## src/sv/rrb_pkg.sv

```systemverilog
// rrb_pkg: shared codes, widths and controller/datapath interface structs
`default_nettype none

package rrb_pkg;

    localparam int unsigned InDataW  = 16;
    localparam int unsigned InUserW  = 2;
    localparam int unsigned OutDataW = 8;
    localparam int unsigned OutUserW = 2;
    localparam int unsigned SizeW    = 7;

    localparam logic [7:0] NewlineCode = 8'h0A;

    typedef enum logic [1:0] {
        REQ_PUSH = 2'd0,
        REQ_BYTE = 2'd1,
        REQ_LINE = 2'd2,
        REQ_NONE = 2'd3
    } t_req;

    typedef enum logic [1:0] {
        ST_OK      = 2'd0,
        ST_EMPTY   = 2'd1,
        ST_INVALID = 2'd2,
        ST_RSVD    = 2'd3
    } t_status;

    typedef struct packed {
        logic    push;
        logic    line_start;
        logic    scan_next;
        logic    pop;
        logic    addr_rd;
        logic    out_load;
        t_status out_status;
        logic    out_zero;
        logic    out_last;
    } t_cmd;

    typedef struct packed {
        logic empty;
        logic size_zero;
        logic scan_end;
        logic newline;
        logic cnt_zero;
        logic out_free;
    } t_stat;

endpackage

`default_nettype wire

```

## src/sv/rrb_datapath.sv

```systemverilog
// rrb_datapath: byte store, ring pointers, scan counter and output register
`default_nettype none

module rrb_datapath #(
    parameter int unsigned RX_DEPTH = 64,
    parameter int unsigned MAX_LINE = 64
) (
    input  wire logic                          i_clk,
    input  wire logic                          i_rst_n,
    input  wire rrb_pkg::t_cmd                 i_cmd,
    output rrb_pkg::t_stat                     o_stat,
    input  wire logic [7:0]                    i_rx_byte,
    input  wire logic [rrb_pkg::SizeW-1:0]     i_line_size,
    input  wire logic                          i_out_ready,
    output logic                               o_out_valid,
    output logic [rrb_pkg::OutDataW-1:0]       o_out_data,
    output logic [rrb_pkg::OutUserW-1:0]       o_out_user,
    output logic                               o_out_last
);
    import rrb_pkg::*;

    localparam int unsigned PW = $clog2(RX_DEPTH);
    localparam int unsigned CW = $clog2(MAX_LINE + 1);
    localparam logic [PW-1:0] PtrLast = PW'(RX_DEPTH - 1);
    localparam logic [SizeW-1:0] MaxSize = SizeW'(MAX_LINE);

    function automatic logic [PW-1:0] ptr_next(input logic [PW-1:0] p);
        return (p == PtrLast) ? '0 : p + 1'b1;
    endfunction

    logic [7:0]    r_mem [RX_DEPTH];
    logic [7:0]    r_rd_data;
    logic [PW-1:0] r_wr_ptr, n_wr_ptr;
    logic [PW-1:0] r_rd_ptr, n_rd_ptr;
    logic [PW-1:0] r_idx;
    logic [CW-1:0] r_cnt;
    logic [CW-1:0] r_size;
    logic          r_out_valid;
    logic [7:0]    r_out_data;
    t_status       r_out_status;
    logic          r_out_last;

    logic [PW-1:0] rd_addr;
    logic          full;
    logic          out_free;
    logic [CW-1:0] eff_size;

    assign n_wr_ptr = ptr_next(r_wr_ptr);
    assign n_rd_ptr = ptr_next(r_rd_ptr);
    assign full     = (n_wr_ptr == r_rd_ptr);
    assign rd_addr  = i_cmd.addr_rd ? r_rd_ptr : r_idx;
    assign out_free = !r_out_valid || i_out_ready;
    assign eff_size = (i_line_size > MaxSize) ? CW'(MAX_LINE) : i_line_size[CW-1:0];

    always_ff @(posedge i_clk) begin
        if (i_cmd.push && !full) begin
            r_mem[r_wr_ptr] <= i_rx_byte;
        end
        r_rd_data <= r_mem[rd_addr];
    end

    always_ff @(posedge i_clk) begin
        if (!i_rst_n) begin
            r_wr_ptr    <= '0;
            r_rd_ptr    <= '0;
            r_out_valid <= 1'b0;
        end else begin
            if (i_cmd.push && !full) begin
                r_wr_ptr <= n_wr_ptr;
            end
            if (i_cmd.pop) begin
                r_rd_ptr <= n_rd_ptr;
            end
            if (i_cmd.out_load) begin
                r_out_valid <= 1'b1;
            end else if (i_out_ready) begin
                r_out_valid <= 1'b0;
            end
        end
    end

    always_ff @(posedge i_clk) begin
        if (i_cmd.line_start) begin
            r_idx  <= r_rd_ptr;
            r_cnt  <= '0;
            r_size <= eff_size;
        end else if (i_cmd.scan_next) begin
            r_idx <= ptr_next(r_idx);
            r_cnt <= r_cnt + 1'b1;
        end else if (i_cmd.pop && r_cnt != '0) begin
            r_cnt <= r_cnt - 1'b1;
        end
        if (i_cmd.out_load) begin
            r_out_data   <= i_cmd.out_zero ? 8'h00 : r_rd_data;
            r_out_status <= i_cmd.out_status;
            r_out_last   <= i_cmd.out_last;
        end
    end

    always_comb begin
        o_stat.empty     = (r_wr_ptr == r_rd_ptr);
        o_stat.size_zero = (i_line_size == '0);
        o_stat.scan_end  = (r_idx == r_wr_ptr) || (r_cnt >= r_size);
        o_stat.newline   = (r_rd_data == NewlineCode);
        o_stat.cnt_zero  = (r_cnt == '0);
        o_stat.out_free  = out_free;
    end

    assign o_out_valid = r_out_valid;
    assign o_out_data  = r_out_data;
    assign o_out_user  = r_out_status;
    assign o_out_last  = r_out_last;

endmodule

`default_nettype wire

```

## src/sv/rrb_controller.sv

```systemverilog
// rrb_controller: request sequencer for push, byte read and line read
`default_nettype none

module rrb_controller (
    input  wire logic                          i_clk,
    input  wire logic                          i_rst_n,
    input  wire logic                          i_in_valid,
    input  wire logic [rrb_pkg::InUserW-1:0]   i_in_req,
    output logic                               o_in_ready,
    input  wire rrb_pkg::t_stat                i_stat,
    output rrb_pkg::t_cmd                      o_cmd
);
    import rrb_pkg::*;

    typedef enum logic [8:0] {
        S_IDLE      = 9'b000000001,
        S_BYTE_ADDR = 9'b000000010,
        S_BYTE_DATA = 9'b000000100,
        S_SCAN_ADDR = 9'b000001000,
        S_SCAN_CMP  = 9'b000010000,
        S_POP_ADDR  = 9'b000100000,
        S_POP_DATA  = 9'b001000000,
        S_EMPTY     = 9'b010000000,
        S_BADSIZE   = 9'b100000000
    } t_state;

    t_state r_state, n_state;
    t_req   req;

    assign req        = t_req'(i_in_req);
    assign o_in_ready = (r_state == S_IDLE);

    always_ff @(posedge i_clk) begin
        if (!i_rst_n) begin
            r_state <= S_IDLE;
        end else begin
            r_state <= n_state;
        end
    end

    always_comb begin
        n_state = r_state;
        o_cmd   = '0;
        unique case (r_state)
            S_IDLE: begin
                if (i_in_valid) begin
                    unique case (req)
                        REQ_PUSH: o_cmd.push = 1'b1;
                        REQ_BYTE: n_state = i_stat.empty ? S_EMPTY : S_BYTE_ADDR;
                        REQ_LINE: begin
                            if (i_stat.size_zero) begin
                                n_state = S_BADSIZE;
                            end else begin
                                o_cmd.line_start = 1'b1;
                                n_state = S_SCAN_ADDR;
                            end
                        end
                        default: n_state = S_IDLE;
                    endcase
                end
            end
            S_BYTE_ADDR: begin
                o_cmd.addr_rd = 1'b1;
                n_state = S_BYTE_DATA;
            end
            S_BYTE_DATA: begin
                o_cmd.addr_rd = 1'b1;
                if (i_stat.out_free) begin
                    o_cmd.out_load   = 1'b1;
                    o_cmd.out_status = ST_OK;
                    o_cmd.out_last   = 1'b1;
                    o_cmd.pop        = 1'b1;
                    n_state = S_IDLE;
                end
            end
            S_SCAN_ADDR: begin
                n_state = i_stat.scan_end ? S_EMPTY : S_SCAN_CMP;
            end
            S_SCAN_CMP: begin
                if (i_stat.newline) begin
                    n_state = S_POP_ADDR;
                end else begin
                    o_cmd.scan_next = 1'b1;
                    n_state = S_SCAN_ADDR;
                end
            end
            S_POP_ADDR: begin
                o_cmd.addr_rd = 1'b1;
                if (!i_stat.cnt_zero) begin
                    n_state = S_POP_DATA;
                end else if (i_stat.out_free) begin
                    // terminator, drops the newline
                    o_cmd.out_load   = 1'b1;
                    o_cmd.out_status = ST_OK;
                    o_cmd.out_zero   = 1'b1;
                    o_cmd.out_last   = 1'b1;
                    o_cmd.pop        = 1'b1;
                    n_state = S_IDLE;
                end
            end
            S_POP_DATA: begin
                o_cmd.addr_rd = 1'b1;
                if (i_stat.out_free) begin
                    o_cmd.out_load   = 1'b1;
                    o_cmd.out_status = ST_OK;
                    o_cmd.pop        = 1'b1;
                    n_state = S_POP_ADDR;
                end
            end
            S_EMPTY: begin
                if (i_stat.out_free) begin
                    o_cmd.out_load   = 1'b1;
                    o_cmd.out_status = ST_EMPTY;
                    o_cmd.out_zero   = 1'b1;
                    o_cmd.out_last   = 1'b1;
                    n_state = S_IDLE;
                end
            end
            S_BADSIZE: begin
                if (i_stat.out_free) begin
                    o_cmd.out_load   = 1'b1;
                    o_cmd.out_status = ST_INVALID;
                    o_cmd.out_zero   = 1'b1;
                    o_cmd.out_last   = 1'b1;
                    n_state = S_IDLE;
                end
            end
            default: n_state = S_IDLE;
        endcase
    end

endmodule

`default_nettype wire

```

## src/sv/rx_ring_buffer_line_reader_unit.sv

```systemverilog
// rx_ring_buffer_line_reader_unit: receive byte ring with byte and line readers
`default_nettype none

// Receive ring of RX_DEPTH bytes holding at most RX_DEPTH-1; a byte arriving
// when full is dropped. A push word gives no result. A line read scans the
// store from the oldest byte, one byte examined at a time (one memory read
// port with registered data), then pops and emits each byte before the
// newline, plus a terminator. One request is worked at a time; results leave
// through an output register, and a stalled output holds the sequencer. No
// clearing pass is needed after reset.
module rx_ring_buffer_line_reader_unit #(
    parameter int unsigned RX_DEPTH = 64,
    parameter int unsigned MAX_LINE = 64
) (
    input  wire logic                          i_clk,
    input  wire logic                          i_rst_n,
    input  wire logic                          s_axis_tvalid,
    output logic                               s_axis_tready,
    // rx_byte [7:0], line_size [14:8], zero [15]
    input  wire logic [rrb_pkg::InDataW-1:0]   s_axis_tdata,
    // req_type [1:0]
    input  wire logic [rrb_pkg::InUserW-1:0]   s_axis_tuser,
    output logic                               m_axis_tvalid,
    input  wire logic                          m_axis_tready,
    // data_byte [7:0]
    output logic [rrb_pkg::OutDataW-1:0]       m_axis_tdata,
    // status [1:0]
    output logic [rrb_pkg::OutUserW-1:0]       m_axis_tuser,
    output logic                               m_axis_tlast
);
    import rrb_pkg::*;

    t_cmd  w_cmd;
    t_stat w_stat;

    rrb_controller u_ctrl (
        .i_clk      (i_clk),
        .i_rst_n    (i_rst_n),
        .i_in_valid (s_axis_tvalid),
        .i_in_req   (s_axis_tuser),
        .o_in_ready (s_axis_tready),
        .i_stat     (w_stat),
        .o_cmd      (w_cmd)
    );

    rrb_datapath #(
        .RX_DEPTH (RX_DEPTH),
        .MAX_LINE (MAX_LINE)
    ) u_dp (
        .i_clk       (i_clk),
        .i_rst_n     (i_rst_n),
        .i_cmd       (w_cmd),
        .o_stat      (w_stat),
        .i_rx_byte   (s_axis_tdata[7:0]),
        .i_line_size (s_axis_tdata[14:8]),
        .i_out_ready (m_axis_tready),
        .o_out_valid (m_axis_tvalid),
        .o_out_data  (m_axis_tdata),
        .o_out_user  (m_axis_tuser),
        .o_out_last  (m_axis_tlast)
    );

    a_load_free: assert property (@(posedge i_clk) disable iff (!i_rst_n)
        w_cmd.out_load |-> w_stat.out_free)
        else $error("result loaded over a pending word");

    a_push_accept: assert property (@(posedge i_clk) disable iff (!i_rst_n)
        w_cmd.push |-> (s_axis_tvalid && s_axis_tready))
        else $error("push without an accepted word");

    a_pop_nonempty: assert property (@(posedge i_clk) disable iff (!i_rst_n)
        w_cmd.pop |-> !w_stat.empty)
        else $error("pop from empty ring");

endmodule

`default_nettype wire
```

## config.mk

```make
export PLATFORM = sky130hd
export DESIGN_NAME = rx_ring_buffer_line_reader_unit
export DESIGN_NICKNAME = d
export VERILOG_FILES = /design/src/sv/rrb_pkg.sv /design/src/sv/rrb_datapath.sv /design/src/sv/rrb_controller.sv /design/src/sv/rx_ring_buffer_line_reader_unit.sv
export SDC_FILE = /design/constraint.sdc
export NUM_CORES = 1
export LEC_CHECK = 0
export BUFFER_PORTS_ARGS = -buffer_cell sky130_fd_sc_hd__clkbuf_2
export CAP_MARGIN = 20
export CORE_UTILIZATION = 60
export CTS_CLUSTER_DIAMETER = 30
export DETAILED_ROUTE_END_ITERATION = 8
export GPL_TIMING_DRIVEN = 1
export PLACE_DENSITY = 0.87
export SLEW_MARGIN = 20
export SYNTH_ARGS = -nofsm -noshare
export SYNTH_HDL_FRONTEND = slang
export SYNTH_HIERARCHICAL = 1
export SYNTH_SLANG_ARGS = --single-unit
```

## constraint.sdc

```tcl
create_clock -name i_clk -period 4.31 [get_ports i_clk]
set_input_delay 0.6465 -clock i_clk [delete_from_list [all_inputs] [get_ports i_clk]]
set_output_delay 0.6465 -clock i_clk [all_outputs]
set_load 0.05 [all_outputs]
```

# Word level (Yosys, flattened, before mapping)
# Memory sizes are Yosys's and may differ from the RTL's. A register that Yosys moved wholly into a read port is not among the register bits.
# Index checks and enable logic that the tools add are counted.
word_totals:
  n_memories: 1
  reg_bits: 53
  inputBits: 22
  output_inout_bits: 13
  mem_bits_rw: 512
  wordCells: 97
classes:
  mux: 41
  add_sub_neg: 5
  order_cmp: 2
  reduce_logical: 17
  eq_ne: 21
mem_list:
  columns: ["name", "words", "word_bits", "rd", "rd_ports_with_merged_regs", "write_ports", "line_no", "source"]
  rows:
  - ["u_dp.r_mem", 64, 8, 1, 1, 1, "rrb_datapath.sv:31", "logic [7:0] r_mem [RX_DEPTH];"]
ops:
  columns: ["op", "count"]
  rows:
  - ["9-bit one-hot mux with 7 select lines", 1]
  - ["9-bit 2-to-1 mux", 5]
  - ["6-bit 2-to-1 mux", 7]
  - ["9-bit one-hot mux with 3 select lines", 1]
  - ["5-bit 2-to-1 mux", 4]
  - ["6-bit by 1-bit adder with 6-bit output, second input constant", 3]
  - ["6-bit equality test", 3]
  - ["6-bit equality test, second input constant", 3]
  - ["8-bit 2-to-1 mux", 2]
  - ["7-bit zero test", 2]
  - ["7-bit 2-to-1 mux", 2]
  - ["1-bit 2-to-1 mux", 12]
  - ["3-bit one-hot mux with 4 select lines", 1]
  - ["9-bit by 1-bit equality test with 1-bit output, second input constant", 1]
  - ["9-bit by 2-bit equality test with 1-bit output, second input constant", 1]
  - ["9-bit by 3-bit equality test with 1-bit output, second input constant", 1]
  - ["9-bit by 4-bit equality test with 1-bit output, second input constant", 1]
  - ["9-bit by 5-bit equality test with 1-bit output, second input constant", 1]
  - ["9-bit by 6-bit equality test with 1-bit output, second input constant", 1]
  - ["9-bit by 7-bit equality test with 1-bit output, second input constant", 1]
  - ["9-bit by 8-bit equality test with 1-bit output, second input constant", 1]
  - ["9-bit equality test, second input constant", 1]
  - ["8-bit by 4-bit equality test with 1-bit output, second input constant", 1]
  - ["7-bit by 1-bit adder with 7-bit output, second input constant", 1]
  - ["other kinds (22)", 29]

# Longest topological paths before layout
logic_depth:
  ltp_word: 8
  ltp_mapped: 16
  depth_no_buf: 13

# Hierarchy
# Netlist, hierarchy kept.
modules_own_cells:
  columns: ["module", "seq_area_each_um2", "n_inst", "area_per_inst_um2", "cells_per_inst"]
  rows:
  - ["rrb_datapath", 16656.0, 1, 26888.3, 2437]
  - ["rrb_controller", 180.2, 1, 824.5, 104]

# Least setup slack after synthesis
# No wires, ideal clock.
synth_path:
  path_kind: "flip-flop to flip-flop"
  startpoint: "register u_ctrl.r_state[4]"
  endpoint: "memory u_dp.r_mem[17][0] (enable)"
  setup_ps: 370
  t_arrival_ps: 2695
  period_less_slack_ps: 3066
  stages_incl_launch_ff: 9
  setup_slack_ps: 1244
  path_buffers: 1
  required_time_ps: 3940
  path_cell_list: "dfxtp_1 buf_2 nor3_1 nand3_1 inv_1 and3_1 nor3b_1 nand3b_1 nor2_1"
synth_rtl:
  columns: ["item", "line_no", "source"]
  rows:
  - ["start, declared", "rrb_controller.sv:27", "t_state r_state, n_state;"]
  - ["start signal, assigned", "rrb_controller.sv:37", "r_state <= n_state;"]
  - ["end, declared", "rrb_datapath.sv:31", null]

==> summary.md <==
| Metric | Value |
|---|---|
| Run status | `finished, final reports clean` |
| Most frequent cells in the layout | `edfxtp_1, o21ai_0, inv_1` |
| Post-synthesis mux area share | `less than 1%` |
| Most common cell after layout, fill and taps aside | `edfxtp_1` |
| Synth unique cells | `80` |
| Clk Latency, worst-skew pair | `roughly 0.66 ns` |
| Row count | `a little under 80` |
| Leak Pwr | `around 12 nW` |
| Final setup violation count | `0` |
| Internal Dissipation | `~12 mW` |
| Worst slew margin | `approximately a quarter` |
| DR iter-0 viols | `around 4k` |
| Grt total ovfl | `0` |
| M1 GR Usage | `between 40% and 50%` |
| Xor and xnor area share after synthesis | `0.980%` |
| Antenna diodes | `0` |
| Main combinational cell family by area after synthesis | `compound AO/OA/AOI/OAI gates` |
| Root buf cell | `clkbuf_16` |
| Gr busiest metal | `met2` |
| Worst path slowest cell | `nor4_1` |
| Finished Layout Cells | `between 3k and 4k` |
| Compound-Gate Fraction of Synth Area | `about 17%` |
| Tmin final | `just over 4 ns` |
| Die height | `~220 µm` |
| Count of pins over their slew limit | `0` |
| EDFF count, synth | `536` |
| Routed vias/inst | `6.82` |
| Port bufs | `33` |
| Seq/Total Area, Yosys | `roughly three fifths` |
| CP max stage delay | `0.76 ns` |
| Pre-Repair DR Iteration Count | `6` |
| CTS tree | `yes` |
| Routed len/inst | `between 20 and 25 µm` |
| Worst min-delay path class | `primary input to flop` |
| Drt drc | `0` |
| Max_cap viols | `0` |
| Top-area cell type share of the netlist area | `58.1%` |
| Critical Path RT | `about 4.8 ns` |
| Synth Flop Type | `edfxtp_1` |
| Vias in the first global route | `between 20k and 25k` |
| Layout area overhead | `17.6%` |
| Final Hold Fails | `0` |
| Post-synth top area cell | `edfxtp_1` |
| GR Util met2 | `between 50% and 60%` |
| Clock sinks | `around 570` |
| CP startpoint | `u_ctrl/r_state[5]$_SDFFE_PN0P_` |
| Final GP Congestion | `around 0.9` |
| Post-synth ARST share | `0%` |
| Nets | `between 2k and 3k` |
| Reg power frac | `between 40% and 50%` |
| DP Wirelength | `between 40000 and 50000 µm` |
| CTS Buf Count | `104` |
| Largest net degree at the start of global routing | `roughly 190` |
| Longest Clk Path Bufs | `3` |
| Switching share of power | `a little over a fifth` |
| Setup TNS | `0 ns` |
| Share of layout cells above drive strength 1 | `12.7%` |
| Die area | `between 40000 and 50000 µm²` |
| Total routed wirelength | `between 80000 and 90000 µm` |
| Resized cells post-CTS | `0` |
| CP Cell Sequence | `buf_4 > xor2_1 > nand3_1 > nand2_1 > nor2b_4 > buf_12 > o21ai_0 > and2_0 > o21ai_0 > o31ai_1 > nor4_1 > nor4_1` |
| Via Count | `approximately 23k` |
| # hold bufs at CTS | `0` |
| Skew final | `around 0.044 ns` |
| WS Path Type | `flop to flop` |
| Post-Synthesis Cells | `~2.5k` |
| Hold Crit Start | `s_axis_tdata[14]` |
| Reg-to-Reg Start | `u_ctrl/r_state[5]$_SDFFE_PN0P_` |
| Cell Area, Synth | `27700 µm²` |
| YS warnings | `6` |
| Hold depth | `1` |
| Synthesized Nets | `2582` |
| Total Routing Usage GR | `about a third` |
| Crit path max fanout | `just under 50` |
| RSZ-0062 raised after global routing | `false` |
| Post-CTS Setup Bufs | `0` |
| Final hold slack | `between 0.3 and 0.4 ns` |
| Data arrival time of the worst path | `around 4.6 ns` |
| F_max | `between 200 and 250 MHz` |
| Die W | `217 µm` |
| Clock group share of total power | `a little under three fifths` |
| # IOs | `35` |
| Fraction of power consumed by combinational cells | `between 4 and 5%` |
| First-pass GRT wire length | `125000 µm` |
| Met3 Use GR | `9.73%` |
| Period utilisation layout | `between 90 and 100%` |
| Area contributors post-synth | `edfxtp_1, o21ai_0, nand2b_1` |
| Worst Tran Pin Value | `between 1 and 1.5 ns` |
| Syn Area/Cell | `approximately 11 µm²` |
| Placeable Area | `~45000 µm²` |
| Clk pin slew, worst setup/hold paths | `0.05 ns` |
| Critical Path Source Type | `flop` |
| H-Tree Level Count | `3` |
| Placed cell count | `roughly 3.1k` |
| Final antenna-violating net count | `0` |
| Simple-gate share of the synthesized area | `roughly 15%` |
| Fraction of the mapped netlist area in adder cells | `0.885%` |
| Peak supply drop | `roughly 0.59 mV` |
| Net Sw Power | `approximately 3.3 mW` |
| Worst R2R Path Depth | `12` |
| CP Capture Type | `flop` |
| Starting Density | `between 60% and 70%` |
| Pwr Total | `~15 mW` |
| Initial antenna violation count | `2` |
| Total of flip-flops plus latches after synthesis | `573` |
| Pwr Density | `between 400 and 500 nW/µm²` |
==> path summary, 6_finish.rpt <==
check | to | slack [ns]
worst min register to register | u_dp/r_cnt[5]$_SDFFE_PP0P_ | 0.57
worst max register to register | u_dp/r_rd_data[3]$_DFF_P_ | 0.22
worst max-delay path | u_dp/r_rd_data[3]$_DFF_P_ | 0.22
worst min-delay path | u_dp/r_size[6]$_SDFFCE_PN1P_ | 0.32
==> power by group through the flow <==
stage / registers, mW / logic [mW] / clock network, mW
global route: 6.14 / 0.662 / 8.76
finish: 6.14 / 0.635 / 8.49
global placement: 6.24 / 0.564 / 0
CTS: 6.14 / 0.607 / 8.49
detailed placement: 6.24 / 0.587 / 0
floorplan: 6.23 / 0.343 / 0
==> per-stage QoR <==
step / setup slack, ns / cell area (µm²) / util (%)
final: 0.221 / 32600 / 71.7
after global routing: 0.232 / 32600 / 71.7
after CTS: 0.474 / 32600 / 71.7
after detailed placement: 0.508 / 28900 / 63.6
after global placement: 0.619 / 28900 / 63.6
after floorplan: 1.24 / 27700 / -
==> cell usage after synthesis (23+ instances only) <==
| master | instances |
|---|---|
| nand2_1 | 107 |
| nor4_1 | 29 |
| edfxtp_1 | 536 |
| inv_1 | 187 |
| o22ai_1 | 84 |
| clkbuf_1 | 110 |
| buf_2 | 43 |
| and2_0 | 23 |
| o21ai_0 | 404 |
| nand2b_1 | 183 |
| nor3_1 | 29 |
| and2_1 | 118 |
| a21oi_1 | 128 |
| a22oi_1 | 85 |
| nor2b_1 | 29 |
| nor2_1 | 149 |
| dfxtp_1 | 37 |
==> layer usage <==
| metal | vias to the layer above | wire (µm) |
|---|---|---|
| met5 | - | 25 |
| met3 | 472 | 11500 |
| met2 | 2031 | 38400 |
| met1 | 10600 | 27400 |
| li1 | 9460 | - |
| met4 | 4 | 5300 |
==> final cells by class <==
class | count | area, µm²
sequential | 573 | 16800
fill | 2689 | 12900
multi-input combinational | 1612 | 9470
clock buffer | 116 | 2660
timing repair buffer | 142 | 1160
clock inverter | 80 | 1020
tap | 600 | 751
inverter | 188 | 706
==> kinds of logic after synthesis <==
family,count (synthesis)
XOR/XNOR,31
adder cells (fa/ha/maj),19
AND/OR/NAND/NOR,743
AO/OA/AOI/OAI,808
multiplexers,11
buffers and inverters,356
flip-flops,573
==> critical path, delay by kind of cell (launching register included) <==
kind | cells | cell delay (ns)
buffers and inverters | 2 | 0.58
flip-flops | 1 | 0.50
XOR/XNOR | 1 | 0.07
AND/OR/NAND/NOR | 6 | 2.25
AO/OA/AOI/OAI | 3 | 0.50
==> state kept, by name, summed over array words and instances, names as in the netlist <==
register / count
u_ctrl/r_state: 9
u_dp/o_out_data: 8
u_dp/o_out_last: 1
u_dp/o_out_user: 2
u_dp/o_out_valid: 1
u_dp/r_cnt: 7
u_dp/r_idx: 6
u_dp/r_mem: 512
u_dp/r_rd_data: 8
u_dp/r_rd_ptr: 6
u_dp/r_size: 7
u_dp/r_wr_ptr: 6
No activity file was read; power rests on OpenSTA's default activity.
